**src/rtl/lptt_pkg.sv**
```systemverilog
// ----------------------------------------------------------------------------
// lptt_pkg
// Types, codes and constants shared by the lidar point ring and time tagger.
// ----------------------------------------------------------------------------
package lptt_pkg;

  // Angles are signed radians in units of 2^-14.
  localparam logic signed [21:0] ANG_PI            = 22'sd51472;
  localparam logic signed [21:0] ANG_HALF_PI       = 22'sd25736;
  localparam logic signed [21:0] ANG_THREE_HALF_PI = 22'sd77208;
  localparam logic signed [21:0] ANG_TWO_PI        = 22'sd102944;
  localparam logic signed [21:0] ANG_THREE_PI      = 22'sd154416;

  // CORDIC angle accumulator is Q30.
  localparam logic signed [33:0] Q30_HALF_PI = 34'sd1686629713;

  localparam int CORD_W     = 52;  // CORDIC x/y datapath width
  localparam int ACC_W      = 34;  // CORDIC angle accumulator width
  localparam int SQRT_ITERS = 32;  // one result bit per iteration
  localparam int DIV_W      = 40;  // dividend and quotient width

  localparam logic [48:0] NEAR_LIMIT = 49'd100;

  localparam logic ACT_BEGIN = 1'b0;
  localparam logic ACT_POINT = 1'b1;

  localparam logic [1:0] STAT_KEPT = 2'd0;
  localparam logic [1:0] STAT_NEAR = 2'd1;
  localparam logic [1:0] STAT_RING = 2'd2;

  localparam logic [1:0] REG_VERTICAL_LOW = 2'd0;
  localparam logic [1:0] REG_RINGS_PER_RAD = 2'd1;
  localparam logic [1:0] REG_RING_COUNT = 2'd2;
  localparam logic [1:0] REG_SCAN_PERIOD = 2'd3;

  typedef struct packed {
    logic signed [16:0] vertical_low;
    logic [23:0]        rings_per_radian;
    logic [6:0]         ring_count;
    logic [17:0]        scan_period;
  } cfg_t;

  typedef enum logic [4:0] {
    S_IDLE, S_SQ_X, S_SQ_Y, S_SQ_Z, S_NEAR, S_SQRT, S_ELEV_INIT, S_ELEV,
    S_RING_MUL, S_RING_CHK, S_AZIM, S_UNWRAP, S_TIME_MUL, S_DIV_INIT, S_DIV,
    S_SAT, S_OUT, S_BS_INIT, S_BS_START, S_BS_SAVE, S_BS_END, S_BS_SWEEP
  } state_t;

  typedef enum logic [4:0] {
    OP_NONE, OP_LOAD, OP_SQ_X, OP_SQ_Y, OP_SQ_Z, OP_SET_NEAR, OP_SQRT_INIT,
    OP_SQRT_STEP, OP_CORD_ELEV, OP_CORD_AZIM, OP_CORD_STEP, OP_RING_MUL,
    OP_RING_BAD, OP_RING_OK, OP_UNWRAP, OP_TIME_MUL, OP_DIV_INIT, OP_NO_SWEEP,
    OP_DIV_STEP, OP_SAT, OP_OUT, OP_SAVE_START, OP_SWEEP
  } op_t;

  typedef struct packed {
    logic near;
    logic ring_ok;
    logic den_pos;
    logic sqrt_last;
    logic cord_last;
    logic div_last;
    logic out_free;
  } status_t;

  // round(atan(2^-i) * 2^30)
  function automatic logic [30:0] atan_q30(input logic [4:0] i);
    logic [30:0] v;
    unique case (i)
      5'd0:  v = 31'd843314857;
      5'd1:  v = 31'd497837829;
      5'd2:  v = 31'd263043837;
      5'd3:  v = 31'd133525159;
      5'd4:  v = 31'd67021687;
      5'd5:  v = 31'd33543516;
      5'd6:  v = 31'd16775851;
      5'd7:  v = 31'd8388437;
      5'd8:  v = 31'd4194283;
      5'd9:  v = 31'd2097149;
      5'd10: v = 31'd1048576;
      5'd11: v = 31'd524288;
      5'd12: v = 31'd262144;
      5'd13: v = 31'd131072;
      5'd14: v = 31'd65536;
      5'd15: v = 31'd32768;
      5'd16: v = 31'd16384;
      5'd17: v = 31'd8192;
      5'd18: v = 31'd4096;
      5'd19: v = 31'd2048;
      5'd20: v = 31'd1024;
      5'd21: v = 31'd512;
      5'd22: v = 31'd256;
      5'd23: v = 31'd128;
      default: v = '0;
    endcase
    return v;
  endfunction

endpackage

```
**src/rtl/lptt_dp.sv**
```systemverilog
// ----------------------------------------------------------------------------
// lptt_dp
// Datapath: shared multiplier, bit-serial square root, iterative CORDIC,
// restoring divider, sweep state and the output register.
// ----------------------------------------------------------------------------
module lptt_dp
  import lptt_pkg::*;
#(
  parameter int MAX_RINGS    = 64,
  parameter int CORDIC_STEPS = 16
) (
  input  logic               clk,
  input  logic               rst_n,
  input  cfg_t               cfg,
  input  op_t                op,
  output status_t            st,
  input  logic signed [23:0] in_x,
  input  logic signed [23:0] in_y,
  input  logic signed [23:0] in_z,
  input  logic signed [23:0] in_end_x,
  input  logic signed [23:0] in_end_y,
  output logic               out_valid,
  input  logic               out_ready,
  output logic [1:0]         out_status,
  output logic [5:0]         out_ring,
  output logic signed [19:0] out_rel_time,
  output logic signed [19:0] out_azimuth
);

  localparam int RING_CAP = (MAX_RINGS < 64) ? MAX_RINGS : 64;

  // Latched item
  logic signed [23:0] x_r, y_r, z_r, ex_r, ey_r;

  // Shared iteration counter
  logic [5:0] cnt_r;

  // Multiplier
  logic signed [24:0] mul_a, mul_b;
  logic signed [49:0] prod;
  logic [47:0]        sq_r;
  logic               near_r;

  // Square root
  logic [63:0] rem_r, res_r, sq_bit, sq_trial;
  logic [5:0]  sq_pos;

  // CORDIC
  logic signed [CORD_W-1:0] cx_r, cy_r, cx_init, cy_init, xw, yw, xsh, ysh;
  logic signed [ACC_W-1:0]  cz_r, cz_init, cz_rnd;
  logic signed [33:0]       xv, yv;
  logic                     czero_r, czero_init;
  logic [4:0]               cshift;
  logic signed [ACC_W-1:0]  catan;
  logic signed [17:0]       cord_q14;
  logic signed [18:0]       az_neg;

  // Ring
  logic signed [18:0] elev_diff;
  logic signed [44:0] p_r;
  logic [13:0]        ring_val;
  logic [6:0]         ring_limit;
  logic [5:0]         ring_r;

  // Sweep and unwrap
  logic signed [19:0] start_r, end_r, ori_r;
  logic signed [18:0] stmp_r;
  logic               half_r;
  logic signed [21:0] a22, s22, e22, o22, o1, e0, sd, e_new;
  logic               hp_set;
  logic signed [20:0] den21, ori_diff;

  // Divider
  logic signed [39:0] tprod_r;
  logic [DIV_W-1:0]   num_r;
  logic [21:0]        drem_r, dshift;
  logic               neg_r;
  logic               qbit;
  logic signed [19:0] rel_sat;

  // Staged result and output register
  logic [1:0]         res_status_r;
  logic [5:0]         res_ring_r;
  logic signed [19:0] res_rel_r, res_az_r;
  logic               out_valid_r;
  logic [1:0]         out_status_r;
  logic [5:0]         out_ring_r;
  logic signed [19:0] out_rel_r, out_az_r;

  // ---------------- multiplier operand selection
  assign elev_diff = 19'(cord_q14) - 19'(cfg.vertical_low);
  assign ori_diff  = 21'(ori_r) - 21'(start_r);

  always_comb begin
    mul_a = 25'(x_r);
    mul_b = 25'(x_r);
    unique case (op)
      OP_SQ_Y: begin
        mul_a = 25'(y_r);
        mul_b = 25'(y_r);
      end
      OP_SQ_Z: begin
        mul_a = 25'(z_r);
        mul_b = 25'(z_r);
      end
      OP_RING_MUL: begin
        mul_a = 25'(elev_diff);
        mul_b = $signed({1'b0, cfg.rings_per_radian});
      end
      OP_TIME_MUL: begin
        mul_a = 25'(ori_diff);
        mul_b = $signed({7'b0, cfg.scan_period});
      end
      default: ;
    endcase
  end

  assign prod = mul_a * mul_b;

  // ---------------- square root, one result bit per step
  assign sq_pos   = 6'd62 - {cnt_r[4:0], 1'b0};
  assign sq_bit   = 64'd1 << sq_pos;
  assign sq_trial = res_r + sq_bit;

  // ---------------- CORDIC start vector and micro-rotation
  always_comb begin
    yv = {{2{y_r[23]}}, y_r, 8'b0};
    xv = {{2{x_r[23]}}, x_r, 8'b0};
    unique case (op)
      OP_CORD_ELEV: begin
        yv = {{2{z_r[23]}}, z_r, 8'b0};
        xv = {2'b0, res_r[31:0]};
      end
      OP_SAVE_START: begin
        yv = {{2{ey_r[23]}}, ey_r, 8'b0};
        xv = {{2{ex_r[23]}}, ex_r, 8'b0};
      end
      default: ;
    endcase
    czero_init = (xv == '0) && (yv == '0);
    xw = {{2{xv[33]}}, xv, 16'b0};
    yw = {{2{yv[33]}}, yv, 16'b0};
    cx_init = xw;
    cy_init = yw;
    cz_init = '0;
    // Left half plane: pre-rotate by a quarter turn.
    if (xw < 0) begin
      if (yw >= 0) begin
        cx_init = yw;
        cy_init = -xw;
        cz_init = Q30_HALF_PI;
      end else begin
        cx_init = -yw;
        cy_init = xw;
        cz_init = -Q30_HALF_PI;
      end
    end
  end

  assign cshift   = cnt_r[4:0];
  assign xsh      = cx_r >>> cshift;
  assign ysh      = cy_r >>> cshift;
  assign catan    = $signed({3'b0, atan_q30(cshift)});
  assign cz_rnd   = cz_r + 34'sd32768;
  assign cord_q14 = czero_r ? 18'sd0 : cz_rnd[33:16];
  assign az_neg   = -19'(cord_q14);

  // ---------------- ring range check
  assign ring_val   = p_r[44] ? 14'd0 : p_r[43:30];
  assign ring_limit = (cfg.ring_count < 7'(RING_CAP)) ? cfg.ring_count : 7'(RING_CAP);

  // ---------------- azimuth unwrap against the sweep
  assign a22 = 22'(az_neg);
  assign s22 = 22'(start_r);
  assign e22 = 22'(end_r);

  always_comb begin
    o1     = a22 + ANG_TWO_PI;
    hp_set = 1'b0;
    if (!half_r) begin
      if (a22 < s22 - ANG_HALF_PI) o22 = a22 + ANG_TWO_PI;
      else if (a22 > s22 + ANG_THREE_HALF_PI) o22 = a22 - ANG_TWO_PI;
      else o22 = a22;
      hp_set = (o22 - s22) > ANG_PI;
    end else begin
      if (o1 < e22 - ANG_THREE_HALF_PI) o22 = o1 + ANG_TWO_PI;
      else if (o1 > e22 + ANG_HALF_PI) o22 = o1 - ANG_TWO_PI;
      else o22 = o1;
    end
  end

  // End azimuth of a new sweep, corrected to lie pi..3pi past the start.
  always_comb begin
    e0 = a22 + ANG_TWO_PI;
    sd = e0 - 22'(stmp_r);
    if (sd > ANG_THREE_PI) e_new = e0 - ANG_TWO_PI;
    else if (sd < ANG_PI) e_new = e0 + ANG_TWO_PI;
    else e_new = e0;
  end

  // ---------------- divider and saturation
  assign den21  = 21'(end_r) - 21'(start_r);
  assign dshift = {drem_r[20:0], num_r[DIV_W-1]};
  assign qbit   = dshift >= {1'b0, den21};

  always_comb begin
    if (!neg_r) begin
      rel_sat = (num_r > 40'd524287) ? 20'sd524287 : $signed(num_r[19:0]);
    end else begin
      rel_sat = (num_r > 40'd524288) ? -20'sd524288 : -$signed(num_r[19:0]);
    end
  end

  // ---------------- payload registers
  always_ff @(posedge clk) begin
    unique case (op)
      OP_LOAD: begin
        x_r  <= in_x;
        y_r  <= in_y;
        z_r  <= in_z;
        ex_r <= in_end_x;
        ey_r <= in_end_y;
      end
      OP_SQ_X: sq_r <= prod[47:0];
      OP_SQ_Y: sq_r <= sq_r + prod[47:0];
      OP_SQ_Z: near_r <= ({1'b0, sq_r} + prod[48:0]) < NEAR_LIMIT;
      OP_SET_NEAR: begin
        res_status_r <= STAT_NEAR;
        res_ring_r   <= '0;
        res_rel_r    <= '0;
        res_az_r     <= '0;
      end
      OP_SQRT_INIT: begin
        rem_r <= {sq_r, 16'b0};
        res_r <= '0;
        cnt_r <= '0;
      end
      OP_SQRT_STEP: begin
        if (rem_r >= sq_trial) begin
          rem_r <= rem_r - sq_trial;
          res_r <= (res_r >> 1) + sq_bit;
        end else begin
          res_r <= res_r >> 1;
        end
        cnt_r <= cnt_r + 6'd1;
      end
      OP_CORD_ELEV, OP_CORD_AZIM, OP_SAVE_START: begin
        cx_r    <= cx_init;
        cy_r    <= cy_init;
        cz_r    <= cz_init;
        czero_r <= czero_init;
        cnt_r   <= '0;
        if (op == OP_SAVE_START) stmp_r <= az_neg;
      end
      OP_CORD_STEP: begin
        if (cy_r >= 0) begin
          cx_r <= cx_r + ysh;
          cy_r <= cy_r - xsh;
          cz_r <= cz_r + catan;
        end else begin
          cx_r <= cx_r - ysh;
          cy_r <= cy_r + xsh;
          cz_r <= cz_r - catan;
        end
        cnt_r <= cnt_r + 6'd1;
      end
      OP_RING_MUL: p_r <= prod[44:0] + 45'sd536870912;
      OP_RING_BAD: begin
        res_status_r <= STAT_RING;
        res_ring_r   <= '0;
        res_rel_r    <= '0;
        res_az_r     <= '0;
      end
      OP_RING_OK: begin
        ring_r  <= ring_val[5:0];
        cx_r    <= cx_init;
        cy_r    <= cy_init;
        cz_r    <= cz_init;
        czero_r <= czero_init;
        cnt_r   <= '0;
      end
      OP_UNWRAP:   ori_r <= o22[19:0];
      OP_TIME_MUL: tprod_r <= prod[39:0];
      OP_DIV_INIT: begin
        num_r  <= (tprod_r < 0) ? DIV_W'(-tprod_r) : DIV_W'(tprod_r);
        neg_r  <= tprod_r < 0;
        drem_r <= '0;
        cnt_r  <= '0;
      end
      OP_NO_SWEEP: begin
        res_status_r <= STAT_KEPT;
        res_ring_r   <= ring_r;
        res_rel_r    <= '0;
        res_az_r     <= ori_r;
      end
      OP_DIV_STEP: begin
        drem_r <= qbit ? (dshift - {1'b0, den21}) : dshift;
        num_r  <= {num_r[DIV_W-2:0], qbit};
        cnt_r  <= cnt_r + 6'd1;
      end
      OP_SAT: begin
        res_status_r <= STAT_KEPT;
        res_ring_r   <= ring_r;
        res_rel_r    <= rel_sat;
        res_az_r     <= ori_r;
      end
      OP_OUT: begin
        out_status_r <= res_status_r;
        out_ring_r   <= res_ring_r;
        out_rel_r    <= res_rel_r;
        out_az_r     <= res_az_r;
      end
      default: ;
    endcase
  end

  // ---------------- sweep state and output handshake
  always_ff @(posedge clk) begin
    if (!rst_n) begin
      start_r     <= '0;
      end_r       <= '0;
      half_r      <= 1'b0;
      out_valid_r <= 1'b0;
    end else begin
      if (op == OP_SWEEP) begin
        start_r <= 20'(stmp_r);
        end_r   <= e_new[19:0];
        half_r  <= 1'b0;
      end else if (op == OP_UNWRAP && hp_set) begin
        half_r <= 1'b1;
      end
      if (op == OP_OUT) out_valid_r <= 1'b1;
      else if (out_ready) out_valid_r <= 1'b0;
    end
  end

  assign st.near      = near_r;
  assign st.ring_ok   = (p_r > -45'sd1073741824) && ({1'b0, ring_val} < {8'b0, ring_limit});
  assign st.den_pos   = den21 > 0;
  assign st.sqrt_last = cnt_r == 6'(SQRT_ITERS - 1);
  assign st.cord_last = cnt_r == 6'(CORDIC_STEPS - 1);
  assign st.div_last  = cnt_r == 6'(DIV_W - 1);
  assign st.out_free  = !out_valid_r || out_ready;

  assign out_valid    = out_valid_r;
  assign out_status   = out_status_r;
  assign out_ring     = out_ring_r;
  assign out_rel_time = out_rel_r;
  assign out_azimuth  = out_az_r;

endmodule

```
**config.mk**
```make
export PLATFORM = sky130hd
export DESIGN_NAME = lptt_dp
export DESIGN_NICKNAME = d
export VERILOG_FILES = /design/src/rtl/lptt_pkg.sv /design/src/rtl/lptt_dp.sv
export SDC_FILE = /design/constraint.sdc
export NUM_CORES = 2
export LEC_CHECK = 0
export ABC_AREA = 1
export BUFFER_PORTS_ARGS = -buffer_cell sky130_fd_sc_hd__buf_2
export CAP_MARGIN = 30
export CELL_PAD_IN_SITES_DETAIL_PLACEMENT = 0
export CELL_PAD_IN_SITES_GLOBAL_PLACEMENT = 1
export CORE_ASPECT_RATIO = 0.6
export CORE_UTILIZATION = 49
export CTS_BUF_LIST = sky130_fd_sc_hd__clkbuf_4 sky130_fd_sc_hd__clkbuf_8
export DETAILED_ROUTE_END_ITERATION = 12
export HOLD_SLACK_MARGIN = 0.02
export PLACE_DENSITY_LB_ADDON = 0.1
export SLEW_MARGIN = 25
export SYNTH_ARGS = -nofsm -noshare
export SYNTH_HDL_FRONTEND = slang
export SYNTH_SLANG_ARGS = --single-unit
```
**constraint.sdc**
```tcl
create_clock -name clk -period 14.05 [get_ports clk]
set_input_delay 0 -clock clk [delete_from_list [all_inputs] [get_ports clk]]
set_output_delay 0 -clock clk [all_outputs]
set_load 0.02 [all_outputs]
```
==> reports/results.txt <==
Die Height: 348 um
Sink Count: 801
Max cap viols: 0
Die footprint: 201000 um^2
Post-Synthesis Cells: 13300
Initial antenna violation count: 38
Slowest cell delay on critical path: 0.82 ns
Final setup fails: 0
Primary FF master, synth: edfxtp_1
Final WL: 405000 um
Area delta synth->final: 10.8%
Total track usage: 0.393
Commonest cells after routing, fill and taps aside: nand2_1, inv_1, nor2_1
CTS tree: done
Wire per inst: 24.3 um
Worst slew margin: 0.236
Mapped Area: 97700 um^2
Slew Viols, Final: 0
Detailed Place HPWL: 326000 um
Most common cell after layout, fill and taps aside: nand2_1
Critical Path End: near_r
Register cell area after layout: 23300 um^2
Worst setup margin: 0.714 ns
Placed cell count: 16100
Tightest Pin Transition: 1.15 ns
Register area share after synthesis: 0.239
Clock Pin Slew Worst Setup and Hold Paths: 0.07 ns
Clk buf depth: 4
Largest net degree at the start of global routing: 105
Crit. End Element: flip-flop
CTS buffer count: 148
Startpoint types: flip-flop
Final Critical Period: 13.34 ns
Hold Crit Class: primary input to flip-flop
Util after Layout: 0.548
Dpl ws: 0.560 ns
Post-synth EDFFs: 730
R2R cell count: 54
Port Buf Inserts: 249
Final nets: 15400
Layout cells sized above 1: 0.0699
Routability-driven placement congestion ratio: 1.05
Fmax: 0.0750 GHz
Status: complete, no violations
Worst Skew: 0.0985 ns
Total number of vias: 98400
Post-Layout Cell Count: 16600
Initial DRC count: 13800
CP max-delay cell: clkinv_1
R2r startpoint: cz_r[15]
Area of the multi-input gates: 64600 um^2
RSZ-0062 raised after global routing: no
Fraction of registers with async set/reset: 0
Post-synth cell types: 80
CP arrival: 14.10 ns
Vias/cell: 5.92
Skew-Pair Late Insertion Delay: 0.97 ns
Core region area: 197000 um^2
Pre-antenna DRT Iters: 9
Die width: 578 um
Critical path launch point: cz_r[15]
CTS Root Cell: clkbuf_8
CP dominant cell by count: nand2_1
Initial Util: 0.495
H-tree depth: 4
Syn Nets: 14900
Final worst path period share: 0.949
I/O Pins: 250
Reg2reg end: near_r
Critical path type: flip-flop to flip-flop
Ys Warns: 0
Syn_area_per_cell: 7.32 um^2
Hold Vio Cnt, Final: 0
Cell Rows: 126
Antenna viol nets, final: 0
#FFs+latches synth: 801
Number of remaining DRC errors: 0
FILL cells: 19100
Final setup TNS: 0 ns
Worst reg-to-reg setup slack: 0.71 ns
Number of global-route vias before repair: 91800
Top fanout value on the critical path: 17
WP data required: 14.81 ns
Total grt overflow: 0
First-pass GRT wire length: 591000 um
[Yosys cell counts (40+ instances only)]
library cell	number	area, um^2
a31oi_1	137	857
nand2_2	40	250
nand3_1	487	2440
nand4_1	115	719
o22ai_1	41	257
o21a_1	53	398
fa_1	646	12900
ha_1	678	8480
xor2_1	398	3490
clkbuf_1	208	781
edfxtp_1	730	21900
a21oi_1	890	4450
nand2_1	2886	10800
nor4_1	54	338
mux2i_1	52	521
a22oi_1	54	405
nor2_1	1371	5150
o21ai_1	119	596
inv_1	2198	8250
o21ai_0	969	4850
buf_1	49	184
xnor2_1	201	1760
dfxtp_1	71	1420
nor3_1	165	826
buf_2	63	315
or2_2	60	375
o211ai_1	97	728
[registers in the layout (all words and copies together) (netlist names), 21 cells and up]
signal and cells:
cy_r 52, num_r 40, catan 30, ey_r 24
tprod_r 40, p_r 45, x_r 24, cx_r 52
drem_r 21, z_r 24, y_r 24, sq_r 48
rem_r 64, res_r 64, cz_r 34, ex_r 24
[stage by stage]
| stage | cell area (um^2) | hold slack (ns) |
|---|---|---|
| 2_1_floorplan | 97700 | 0.0989 |
| 3_3_place_gp | 102000 | 0.178 |
| 3_5_place_dp | 102000 | 0.178 |
| 4_1_cts | 108000 | 0.107 |
| 5_1_grt | 108000 | 0.199 |
| 6_report | 108000 | 0.169 |
[how the worst min path moves through the flow]
| stage | slack [ns] | endpoint | startpoint | cells after the start |
|---|---|---|---|---|
| finish | 0.17 | end_r[19] | rst_n | 6 |
| detailed placement | 0.18 | x_r[23] | in_x[23] | 1 |
| global route | 0.20 | tprod_r[0] | cfg[25] | 6 |
| floorplan | 0.1 | ex_r[0] | in_end_x[0] | 0 |
| global placement | 0.18 | z_r[1] | in_z[1] | 1 |
| CTS | 0.11 | end_r[19] | rst_n | 6 |
[routing by layer]
layer,up-vias,global-route usage,wire length [um]
li1,44700,-,-
met1,46900,0.589,178000
met2,5957,0.512,151000
met3,735,0.141,60200
met4,20,0.124,14700
met5,-,0.0155,526
[final cells by class]
cell class / count / share of cell area
Multi-Input combinational cell: 9961 / 0.597
Sequential cell: 801 / 0.216
Inverter: 2238 / 0.0780
Timing Repair Buffer: 720 / 0.0506
Tap cell: 2624 / 0.0303
Clock buffer: 190 / 0.0224
Clock inverter: 64 / 0.00555
Antenna cell: 20 / 0.000463
[cell families after synthesis]
| logic type | count (synthesis) | synth area share |
|---|---|---|
| flip-flops | 801 | 0.239 |
| buffers and inverters | 2587 | 0.102 |
| multiplexers | 52 | 0.00533 |
| XOR/XNOR | 602 | 0.0544 |
| adder cells (fa/ha/maj) | 1324 | 0.219 |
| AO/OA/AOI/OAI | 2648 | 0.153 |
| AND/OR/NAND/NOR | 5335 | 0.227 |
[what timing repair did]
item	CTS	global route
hold buffers	253	0
buffers inserted	0	26
gates resized for setup	0	17
hold endpoints to repair	336	0
setup endpoints to repair	0	15
[worst max-delay path, delay by kind of cell, from the launching register on]
kind	cells	cell delay, ns
compound gates	9	2.02
xor+xnor	2	0.49
fa+ha+maj	11	4.81
buf+inv	9	1.65
flops	1	0.49
simple gates	23	3.67
Power is left out: the tool's default activity adds up to more than one toggle a clock period on the data nets, which glitch-free logic cannot reach.
