`config.mk`:
```
export PLATFORM = sky130hd
export DESIGN_NAME = lptt_regs
export DESIGN_NICKNAME = d
export VERILOG_FILES = /design/src/rtl/lptt_pkg.sv /design/src/rtl/lptt_regs.sv
export SDC_FILE = /design/constraint.sdc
export NUM_CORES = 1
export LEC_CHECK = 0
export BUFFER_PORTS_ARGS = -buffer_cell sky130_fd_sc_hd__buf_2
export CORE_MARGIN = 3
export CORE_UTILIZATION = 45
export DETAILED_ROUTE_END_ITERATION = 8
export PLACE_DENSITY = 0.88
export REMOVE_ABC_BUFFERS = 1
export SLEW_MARGIN = 20
export SYNTH_ARGS = -nofsm -noshare
export SYNTH_HDL_FRONTEND = slang
export SYNTH_SLANG_ARGS = --single-unit
```
`constraint.sdc`:
```
create_clock -name clk -period 5.95 [get_ports clk]
set_clock_uncertainty 0.15 [all_clocks]
set_input_delay 1.785 -clock clk [delete_from_list [all_inputs] [get_ports clk]]
set_output_delay 1.785 -clock clk [all_outputs]
set_load 0.005 [all_outputs]
```
`src/rtl/lptt_pkg.sv`:
```
// ----------------------------------------------------------------------------
// lptt_pkg
// Types, codes and constants shared by the lidar point ring and time tagger.
// ----------------------------------------------------------------------------
package lptt_pkg;

  // Angles are signed radians in units of 2^-14.
  localparam logic signed [21:0] ANG_PI            = 22'sd51472;
  localparam logic signed [21:0] ANG_HALF_PI       = 22'sd25736;
  localparam logic signed [21:0] ANG_THREE_HALF_PI = 22'sd77208;
  localparam logic signed [21:0] ANG_TWO_PI        = 22'sd102944;
  localparam logic signed [21:0] ANG_THREE_PI      = 22'sd154416;

  // CORDIC angle accumulator is Q30.
  localparam logic signed [33:0] Q30_HALF_PI = 34'sd1686629713;

  localparam int CORD_W     = 52;  // CORDIC x/y datapath width
  localparam int ACC_W      = 34;  // CORDIC angle accumulator width
  localparam int SQRT_ITERS = 32;  // one result bit per iteration
  localparam int DIV_W      = 40;  // dividend and quotient width

  localparam logic [48:0] NEAR_LIMIT = 49'd100;

  localparam logic ACT_BEGIN = 1'b0;
  localparam logic ACT_POINT = 1'b1;

  localparam logic [1:0] STAT_KEPT = 2'd0;
  localparam logic [1:0] STAT_NEAR = 2'd1;
  localparam logic [1:0] STAT_RING = 2'd2;

  localparam logic [1:0] REG_VERTICAL_LOW = 2'd0;
  localparam logic [1:0] REG_RINGS_PER_RAD = 2'd1;
  localparam logic [1:0] REG_RING_COUNT = 2'd2;
  localparam logic [1:0] REG_SCAN_PERIOD = 2'd3;

  typedef struct packed {
    logic signed [16:0] vertical_low;
    logic [23:0]        rings_per_radian;
    logic [6:0]         ring_count;
    logic [17:0]        scan_period;
  } cfg_t;

  typedef enum logic [4:0] {
    S_IDLE, S_SQ_X, S_SQ_Y, S_SQ_Z, S_NEAR, S_SQRT, S_ELEV_INIT, S_ELEV,
    S_RING_MUL, S_RING_CHK, S_AZIM, S_UNWRAP, S_TIME_MUL, S_DIV_INIT, S_DIV,
    S_SAT, S_OUT, S_BS_INIT, S_BS_START, S_BS_SAVE, S_BS_END, S_BS_SWEEP
  } state_t;

  typedef enum logic [4:0] {
    OP_NONE, OP_LOAD, OP_SQ_X, OP_SQ_Y, OP_SQ_Z, OP_SET_NEAR, OP_SQRT_INIT,
    OP_SQRT_STEP, OP_CORD_ELEV, OP_CORD_AZIM, OP_CORD_STEP, OP_RING_MUL,
    OP_RING_BAD, OP_RING_OK, OP_UNWRAP, OP_TIME_MUL, OP_DIV_INIT, OP_NO_SWEEP,
    OP_DIV_STEP, OP_SAT, OP_OUT, OP_SAVE_START, OP_SWEEP
  } op_t;

  typedef struct packed {
    logic near;
    logic ring_ok;
    logic den_pos;
    logic sqrt_last;
    logic cord_last;
    logic div_last;
    logic out_free;
  } status_t;

  // round(atan(2^-i) * 2^30)
  function automatic logic [30:0] atan_q30(input logic [4:0] i);
    logic [30:0] v;
    unique case (i)
      5'd0:  v = 31'd843314857;
      5'd1:  v = 31'd497837829;
      5'd2:  v = 31'd263043837;
      5'd3:  v = 31'd133525159;
      5'd4:  v = 31'd67021687;
      5'd5:  v = 31'd33543516;
      5'd6:  v = 31'd16775851;
      5'd7:  v = 31'd8388437;
      5'd8:  v = 31'd4194283;
      5'd9:  v = 31'd2097149;
      5'd10: v = 31'd1048576;
      5'd11: v = 31'd524288;
      5'd12: v = 31'd262144;
      5'd13: v = 31'd131072;
      5'd14: v = 31'd65536;
      5'd15: v = 31'd32768;
      5'd16: v = 31'd16384;
      5'd17: v = 31'd8192;
      5'd18: v = 31'd4096;
      5'd19: v = 31'd2048;
      5'd20: v = 31'd1024;
      5'd21: v = 31'd512;
      5'd22: v = 31'd256;
      5'd23: v = 31'd128;
      default: v = '0;
    endcase
    return v;
  endfunction

endpackage

```
`src/rtl/lptt_regs.sv`:
```
// ----------------------------------------------------------------------------
// lptt_regs
// APB register file holding the elevation, ring and sweep settings.
// ----------------------------------------------------------------------------
module lptt_regs
  import lptt_pkg::*;
(
  input  logic        clk,
  input  logic        rst_n,
  input  logic        psel,
  input  logic        penable,
  input  logic        pwrite,
  input  logic [3:0]  paddr,
  input  logic [31:0] pwdata,
  output logic [31:0] prdata,
  output logic        pready,
  output cfg_t        cfg
);

  cfg_t cfg_r;
  logic wr_en;

  assign pready = 1'b1;
  assign wr_en  = psel & penable & pwrite;
  assign cfg    = cfg_r;

  always_ff @(posedge clk) begin
    if (!rst_n) begin
      cfg_r.vertical_low     <= -17'sd4289;
      cfg_r.rings_per_radian <= 24'd982529;
      cfg_r.ring_count       <= 7'd16;
      cfg_r.scan_period      <= 18'd100000;
    end else if (wr_en) begin
      unique case (paddr[3:2])
        REG_VERTICAL_LOW:  cfg_r.vertical_low     <= pwdata[16:0];
        REG_RINGS_PER_RAD: cfg_r.rings_per_radian <= pwdata[23:0];
        REG_RING_COUNT:    cfg_r.ring_count       <= pwdata[6:0];
        REG_SCAN_PERIOD:   cfg_r.scan_period      <= pwdata[17:0];
      endcase
    end
  end

  always_comb begin
    unique case (paddr[3:2])
      REG_VERTICAL_LOW:  prdata = {15'b0, cfg_r.vertical_low};
      REG_RINGS_PER_RAD: prdata = {8'b0, cfg_r.rings_per_radian};
      REG_RING_COUNT:    prdata = {25'b0, cfg_r.ring_count};
      REG_SCAN_PERIOD:   prdata = {14'b0, cfg_r.scan_period};
    endcase
  end

endmodule

```
==> qor.csv, run 1 <==
metric,value,unit
run status,finished clean,
Routed Antenna Nets,0,
Setup CP Type,input port to output pin,
TritonCTS clock tree,built,
Setup TNS Final,0,ns
Hold Startpoint,cfg[46],
Final GP Congestion,0.780,
minimum clock period,5.19,ns
core area,0.00660,mm^2
"FFs w/ async S/R, synth",0,
"Seq/Total Area, Yosys",0.416,
net count reported at finish,490,
Startpoint Class,input port,
Synth Register Bits,66,
Largest register FFs,66,
multi-input logic area,0.00163,mm^2
initial antenna violation count,0,
relative slew slack,0.419,
Filler Cell Count,588,
"count leader, synth",dfxtp_1,
largest net degree at the start of global routing,61,
total gr overflow,0,
dominant cells by area after synthesis,"dfxtp_1 42%, mux2i_1 19%, nand2_1 7.6%",
io pins,140,
fraction of layout cells with a size suffix above 1,0.327,
Static Leak,1.87,nW
PwrDens,230,mW/mm^2
hold depth,2,
Starting Density,0.481,
"Avg Cell Area, Syn",9.32,um^2
Worst-path clk slew,0.06,ns
total iterations of the first detailed-routing run,4,
biggest area consumer among synthesized cells,dfxtp_1,
WL/cell,14.9,um
worst path required time,4.01,ns
Post-CTS Setup Bufs,0,
DR iter-0 viols,134,
# DRC,0,
register area,0.00132,mm^2
Rows,29,
Worst setup EP type,output pin,
Routed WL,8160,um
Post-Synthesis Cell Area,0.00318,mm^2
Worst R2R Path Depth,3,
post-CTS resize count,0,
Antenna diodes,0,
final hold slack,0.320,ns
Synth Flop Type,dfxtp_1,
H-tree depth,3,
GRT Total Usage,0.198,
Worst Hold Class,flop to flop,
"critical path fanouts, max",18,
worst-case vdd ir drop,0.150,mV
final setup violation count,0,
Worst-Skew Late Latency,0.33,ns
Final Hold Viols,0,
Hold EP,cfg[46],
reg2reg start,cfg[25],
number of buffers created by CTS,9,
Vias/cell,5.06,
number of enable flip-flop cells after synthesis,0,
Synth top area share,0.416,
DR vias,2764,
Post-CTS Hold Buffers,0,
post-synth cell types,22,
PortBufs,120,
fmax,193,MHz
fin. max-slew vios,0,
Final HPWL DP,5830,um
Longest Clk Path Bufs,2,
arrival time at the worst endpoint,3.26,ns
die width,90.0,um
number of max-cap violations,0,
Area Growth Syn to Fin,23.4,%
Worst Tran Pin Value,0.872,ns
wire length of the first global-routing pass,13300,um
flop2flop setup slack,4.99,ns
worst r2r dst,cfg[25],
most frequent cells after synthesis,"66 x dfxtp_1, 64 x nand2_1, 60 x mux2i_1, 30 x nor2b_1, 24 x a21oi_1",
die outline height,90.0,um
fraction of the cycle the final worst path needs,0.873,
RSZ-0062 raised after global routing,false,
DIE AREA,0.00810,mm^2
# clock sinks,66,
CTS root buffer,clkbuf_8,
vias in the first global route,2647,
Gate Count Post-Synth,341,
Ys Warns,0,
-- cells by family after synthesis --
group                  Yosys count  share of synthesized area
and+or+nand+nor                126                      0.200
muxes                           67                      0.239
other                            2                    0.00236
DFF                             66                      0.416
buffers and inverters           41                     0.0780
AOI/OAI and AO/OA               39                     0.0654
-- metal layers --
metal	up-vias	wire length (um)	track usage
li1	1335	-	-
met3	7	521	0.0401
met5	-	0	0
met1	1332	3540	0.246
met4	0	79	0.0574
met2	90	4020	0.347
-- worst max-delay path, cell delays in order --
cell and delay [ns]:
buf_2 0.39, and2_1 0.73, nand2_1 0.10, o21ai_0 0.10, buf_2 0.14
-- layout make-up --
| type | count | area share |
|---|---|---|
| sequential | 66 | 0.337 |
| clock buffer | 12 | 0.0370 |
| timing repair buffer | 126 | 0.165 |
| inverter | 5 | 0.00479 |
| tap | 93 | 0.0297 |
| multi-input combinational | 241 | 0.417 |
| clock inverter | 3 | 0.0102 |
-- worst max-delay path by stage --
stage | from | slack [ns] | cells after the start | to
after floorplan | paddr[2] | 1.66 | 2 | prdata[18]
after global placement | paddr[2] | 0.82 | 5 | prdata[11]
after detailed placement | paddr[2] | 0.77 | 5 | prdata[12]
after CTS | paddr[2] | 0.77 | 5 | prdata[12]
after global routing | paddr[2] | 0.64 | 5 | prdata[9]
final | paddr[2] | 0.76 | 5 | prdata[12]
-- cells in the final DEF, fill, tap and decap left out, types with 9 or more instances in the layout --
cell,Yosys,routed
buf_2,6,120
dfxtp_1,66,66
nand2_1,64,64
mux2i_1,60,60
nor2b_1,30,30
a21oi_1,24,24
nand2b_1,12,12
o21ai_0,10,10
clkbuf_8,0,10
and2_1,9,9
conb_1,2,9
-- report_power, final --
group	internal, mW	switching (mW)	leakage [nW]
Clock	0.202	0.159	0.0962
Combinational	0.0396	0.0497	1.24
Sequential	0.448	0.00448	0.534
Total	0.689	0.213	1.87
-- per-stage QoR --
| stage | setup slack, ns | cells | area [um^2] | total power, mW | util |
|---|---|---|---|---|---|
| after floorplan | 1.66 | 312 | 2970 | 0.501 | - |
| after global placement | 0.822 | 531 | 3740 | 0.549 | 0.566 |
| after detailed placement | 0.770 | 531 | 3740 | 0.552 | 0.566 |
| after CTS | 0.766 | 546 | 3920 | 0.908 | 0.594 |
| after global routing | 0.642 | 546 | 3920 | 0.939 | 0.594 |
| final | 0.756 | 546 | 3920 | 0.902 | 0.594 |
Note: power is estimated with default switching activity, not from simulation.
==> run 2: changes to the inputs <==
--- a/config.mk
+++ b/config.mk
@@ -11,7 +11,6 @@
 export DETAILED_ROUTE_END_ITERATION = 8
 export PLACE_DENSITY = 0.88
 export REMOVE_ABC_BUFFERS = 1
-export SLEW_MARGIN = 20
 export SYNTH_ARGS = -nofsm -noshare
 export SYNTH_HDL_FRONTEND = slang
 export SYNTH_SLANG_ARGS = --single-unit
==> constraint.sdc (replaced) <==
create_clock -name clk -period 6.5 [get_ports clk]
set_clock_uncertainty 0.15 [all_clocks]
set_input_delay 1.95 -clock clk [delete_from_list [all_inputs] [get_ports clk]]
set_output_delay 1.95 -clock clk [all_outputs]
set_load 0.005 [all_outputs]
==> run 2 against run 1 <==
Net effect:
- via count fell by 1.3%
- sequential cell count did not move
- final area did not move
- worst setup slack improved by 0.41 ns
- critical path type unchanged
- count of clock-buffer cells in the layout did not move
- global-route usage rose by 0.18 points
- sequential share of layout area did not move
- largest power group unchanged
- first-iteration DRC count fell by 3.0%
- highest routed layer unchanged
==> qor.csv, run 2 (synthesized netlist as in run 1, its figures left out) <==
metric,value,unit
Cells after DPL,531,
final setup violation count,0,
Static Leak,1.87,nW
crit path cell chain,buf_2 > buf_4 > mux4_2 > buf_2,
Post-CTS Setup Bufs,0,
Routed Antenna Nets,0,
Setup TNS Final,0,ns
Final GP Congestion,0.774,
Setup CP Type,input port to output pin,
DIE AREA,0.00810,mm^2
PwrDens,210,mW/mm^2
DR iter-0 viols,130,
Antenna diodes,0,
flop2flop setup slack,5.53,ns
worst path required time,4.40,ns
DR vias,2728,
arrival time at the worst endpoint,3.24,ns
RSZ-0062 raised after global routing,false,
WL/cell,15.0,um
Tot Pwr,0.824,mW
largest net degree at the start of global routing,54,
post-CTS resize count,0,
"critical path fanouts, max",14,
wire length of the first global-routing pass,13300,um
CTS root buffer,clkbuf_8,
total gr overflow,0,
GRT Total Usage,0.200,
Largest register FFs,66,
worst-case vdd ir drop,0.147,mV
Worst Hold Class,flop to flop,
run status,finished clean,
minimum clock period,5.34,ns
relative slew slack,0.427,
total iterations of the first detailed-routing run,4,
TritonCTS clock tree,built,
initial antenna violation count,0,
fmax,187,MHz
"commonest non-fill, non-tap cells in the layout","120 x buf_2, 66 x dfxtp_1, 64 x nand2_1",
CP most frequent cell,buf_2,
Routed WL,8200,um
# DRC,0,
Area Growth Syn to Fin,23.4,%
die width,90.0,um
Starting Density,0.481,
vias in the first global route,2693,
Vias/cell,5.00,
fin. max-slew vios,0,
Crit path largest cell delay,0.53,ns
Worst-path clk slew,0.06,ns
PortBufs,120,
Final HPWL DP,5850,um
"most common cell after layout, fill and taps aside",buf_2,
Post-DP Area,0.00374,mm^2
Post-CTS Hold Buffers,0,
Final Hold Viols,0,
Rows,29,
die outline height,90.0,um
net count reported at finish,490,
io pins,140,
Finished Layout Cells,546,
Worst Tran Pin Value,0.859,ns
fraction of layout cells with a size suffix above 1,0.327,
number of max-cap violations,0,
Longest Clk Path Bufs,2,
number of buffers created by CTS,9,
fraction of the cycle the final worst path needs,0.821,
Startpoint Class,input port,
# clock sinks,66,
Worst-Skew Late Latency,0.32,ns
H-tree depth,3,
core area,0.00660,mm^2
final design instance area without fill,0.00392,mm^2
Worst setup EP type,output pin,
CP max stage cell,mux4_2,
==> run 2: power by group <==
| group | internal [mW] | switching [mW] |
|---|---|---|
| combinational | 0.0363 | 0.0460 |
| clock | 0.185 | 0.143 |
| sequential | 0.410 | 0.00400 |
| total | 0.631 | 0.193 |
==> run 2: per-layer routing <==
layer,global-route usage,wire length [um]
met1,0.244,3570
met2,0.344,3980
met3,0.0467,500
met4,0.0702,146
met5,0,0
==> run 2: critical path, delay by kind of cell <==
family / cells / cell delay (ns)
mux: 1 / 0.53
buf+inv: 3 / 0.75
==> run 2: stage by stage <==
stage	hold WS, ns	setup slack (ns)	util
2_1_floorplan	0.310	1.88	-
3_3_place_gp	0.299	1.16	0.566
3_5_place_dp	0.314	1.15	0.566
4_1_cts	0.324	1.13	0.594
5_1_grt	0.347	1.01	0.594
6_report	0.322	1.16	0.594
==> run 2: final cells by class <==
class                      count  area (um^2)
sequential                    66         1320
inverter                       5         18.8
fill                         634         2680
clock inverter                 3         40.0
multi-input combinational    241         1630
timing repair buffer         126          646
clock buffer                  12          145
tap                           93          116
==> run 2: path summary, 6_finish.rpt <==
check | endpoint | depth (start not counted) | from
setup / recovery | prdata[2] | 4 | paddr[2]
hold / removal | cfg[46] | 2 | cfg[46]
setup reg to reg | cfg[9] | 3 | cfg[9]
hold reg to reg | cfg[46] | 2 | cfg[46]
==> run 3: changes to the inputs <==
--- a/config.mk
+++ b/config.mk
@@ -7,7 +7,7 @@
 export LEC_CHECK = 0
 export BUFFER_PORTS_ARGS = -buffer_cell sky130_fd_sc_hd__buf_2
 export CORE_MARGIN = 3
-export CORE_UTILIZATION = 45
+export CORE_UTILIZATION = 43
 export DETAILED_ROUTE_END_ITERATION = 8
 export PLACE_DENSITY = 0.88
 export REMOVE_ABC_BUFFERS = 1
==> constraint.sdc (replaced) <==
create_clock -name clk -period 4.6 [get_ports clk]
set_clock_uncertainty 0.15 [all_clocks]
set_input_delay 1.38 -clock clk [delete_from_list [all_inputs] [get_ports clk]]
set_output_delay 1.38 -clock clk [all_outputs]
set_load 0.005 [all_outputs]
==> run 3 against run 2 <==
Net effect:
- total power is 46% higher
- hold slack lost 0.0062 ns
- combinational power up 45%
- die area increased by 4.3%
- worst setup slack worse by 0.63 ns
- largest cell class unchanged
- utilization is 2.5 points lower
- highest routed layer unchanged
- sequential cell count unchanged
- non-clock buffer count grew 2
==> qor.csv, run 3 (synthesized netlist as in run 1, its figures left out) <==
metric,value,unit
wire length of the first global-routing pass,13600,um
"most common cell after layout, fill and taps aside",buf_2,
Setup TNS Final,0,ns
register area,0.00132,mm^2
Finished Layout Cells,551,
# DRC,0,
post-CTS resize count,0,
CP top delay family,buffers and inverters,
Final GP Congestion,0.754,
number of buffers created by CTS,9,
total iterations of the first detailed-routing run,4,
CTS root buffer,clkbuf_8,
sequential power share,0.486,
Worst-Skew Late Latency,0.33,ns
run status,finished clean,
Post-CTS Setup Bufs,0,
Internal Dissipation,0.924,mW
Clk pwr share,0.416,
net count reported at finish,492,
Starting Density,0.455,
"Core Util, Final",0.569,
Area Growth Syn to Fin,25.0,%
core area,0.00698,mm^2
Combinational Power Share,0.099,
DR vias,2760,
GRT Total Usage,0.200,
worst-case vdd ir drop,0.153,mV
Largest register FFs,66,
TritonCTS clock tree,built,
total gr overflow,0,
relative slew slack,0.451,
DR iter-0 viols,139,
number of max-cap violations,0,
Worst setup EP type,output pin,
die outline height,92.0,um
# clock sinks,66,
Tot Pwr,1.20,mW
crit path buf inv count,3,
Routed WL,8390,um
RSZ-0062 raised after global routing,false,
Final Hold Viols,0,
io pins,140,
Routed Antenna Nets,0,
DIE AREA,0.00845,mm^2
fin. max-slew vios,0,
NetSw,0.281,mW
Worst Hold Class,flop to flop,
fraction of layout cells with a size suffix above 1,0.332,
WL/cell,15.2,um
crit path cell chain,buf_2 > buf_4 > mux2i_1 > o21ai_0 > buf_2,
multi-input logic area,0.00163,mm^2
worst path required time,3.07,ns
PwrDens,303,mW/mm^2
arrival time at the worst endpoint,2.54,ns
Vias/cell,5.01,
Setup CP Type,input port to output pin,
fmax,246,MHz
Longest Clk Path Bufs,2,
Worst Tran Pin Value,0.824,ns
CP max stage cell,buf_2,
Cells after DPL,536,
minimum clock period,4.07,ns
Final HPWL DP,6080,um
Net Sw Frac,0.233,
CP most frequent cell,buf_2,
Static Leak,1.90,nW
initial antenna violation count,0,
largest net degree at the start of global routing,58,
PortBufs,120,
die width,92.0,um
"critical path fanouts, max",15,
"commonest non-fill, non-tap cells in the layout","120 x buf_2, 66 x dfxtp_1, 64 x nand2_1",
Antenna diodes,0,
Crit path largest cell delay,0.38,ns
Worst-path clk slew,0.07,ns
fraction of the cycle the final worst path needs,0.884,
vias in the first global route,2805,
Post-CTS Hold Buffers,0,
H-tree depth,3,
Filler Cell Count,644,
final setup violation count,0,
Startpoint Class,input port,
Rows,30,
run 3: changes by cell type in the layout (fill, tap and decap cells not counted), sizes merged:
cell,change
clkinv,-1
buf,+2
clkbuf,+1
run 3: metal layers:
layer | vias up | wire length [um] | share of wire | track usage
li1 | 1340 | - | - | -
met3 | 6 | 459 | 0.055 | 0.0476
met5 | - | 0 | 0 | 0
met2 | 89 | 4280 | 0.51 | 0.352
met1 | 1325 | 3600 | 0.43 | 0.240
met4 | 0 | 49 | 0.0058 | 0.0631
run 3: final timing paths:
kind / cells after the start / slack [ns] / to / from
worst min-delay path: 2 / 0.32 / cfg[46] / cfg[46]
worst min register to register: 2 / 0.32 / cfg[46] / cfg[46]
worst max register to register: 3 / 3.64 / cfg[40] / cfg[40]
worst max-delay path: 5 / 0.53 / prdata[12] / paddr[2]
run 3: through the flow:
step           worst slack (ns)  instance area [um^2]  hold slack (ns)
4_1_cts                   0.533                  3970            0.323
3_5_place_dp              0.541                  3770            0.311
2_1_floorplan              1.12                  2970            0.310
5_1_grt                   0.453                  3970            0.344
3_3_place_gp              0.590                  3770            0.300
6_report                  0.535                  3970            0.316
run 3: cell type report:
class | count | area share
multi-input combinational | 241 | 0.411
sequential | 66 | 0.333
timing repair buffer | 128 | 0.170
clock buffer | 13 | 0.0425
tap | 96 | 0.0302
clock inverter | 2 | 0.00882
inverter | 5 | 0.00473
run 3: worst register-to-register path: cells and delay by family (launching register included):
family,cells,cell delay (ns)
AOI/OAI and AO/OA,2,0.20
DFF,1,0.33
and+or+nand+nor,1,0.14
run 3: power groups by stage:
stage,clock network (mW),logic (mW),registers [mW]
after global placement,0,0.116,0.597
after global routing,0.536,0.132,0.586
after CTS,0.512,0.120,0.585
final,0.501,0.119,0.585
after detailed placement,0,0.119,0.598
after floorplan,0,0.0497,0.598
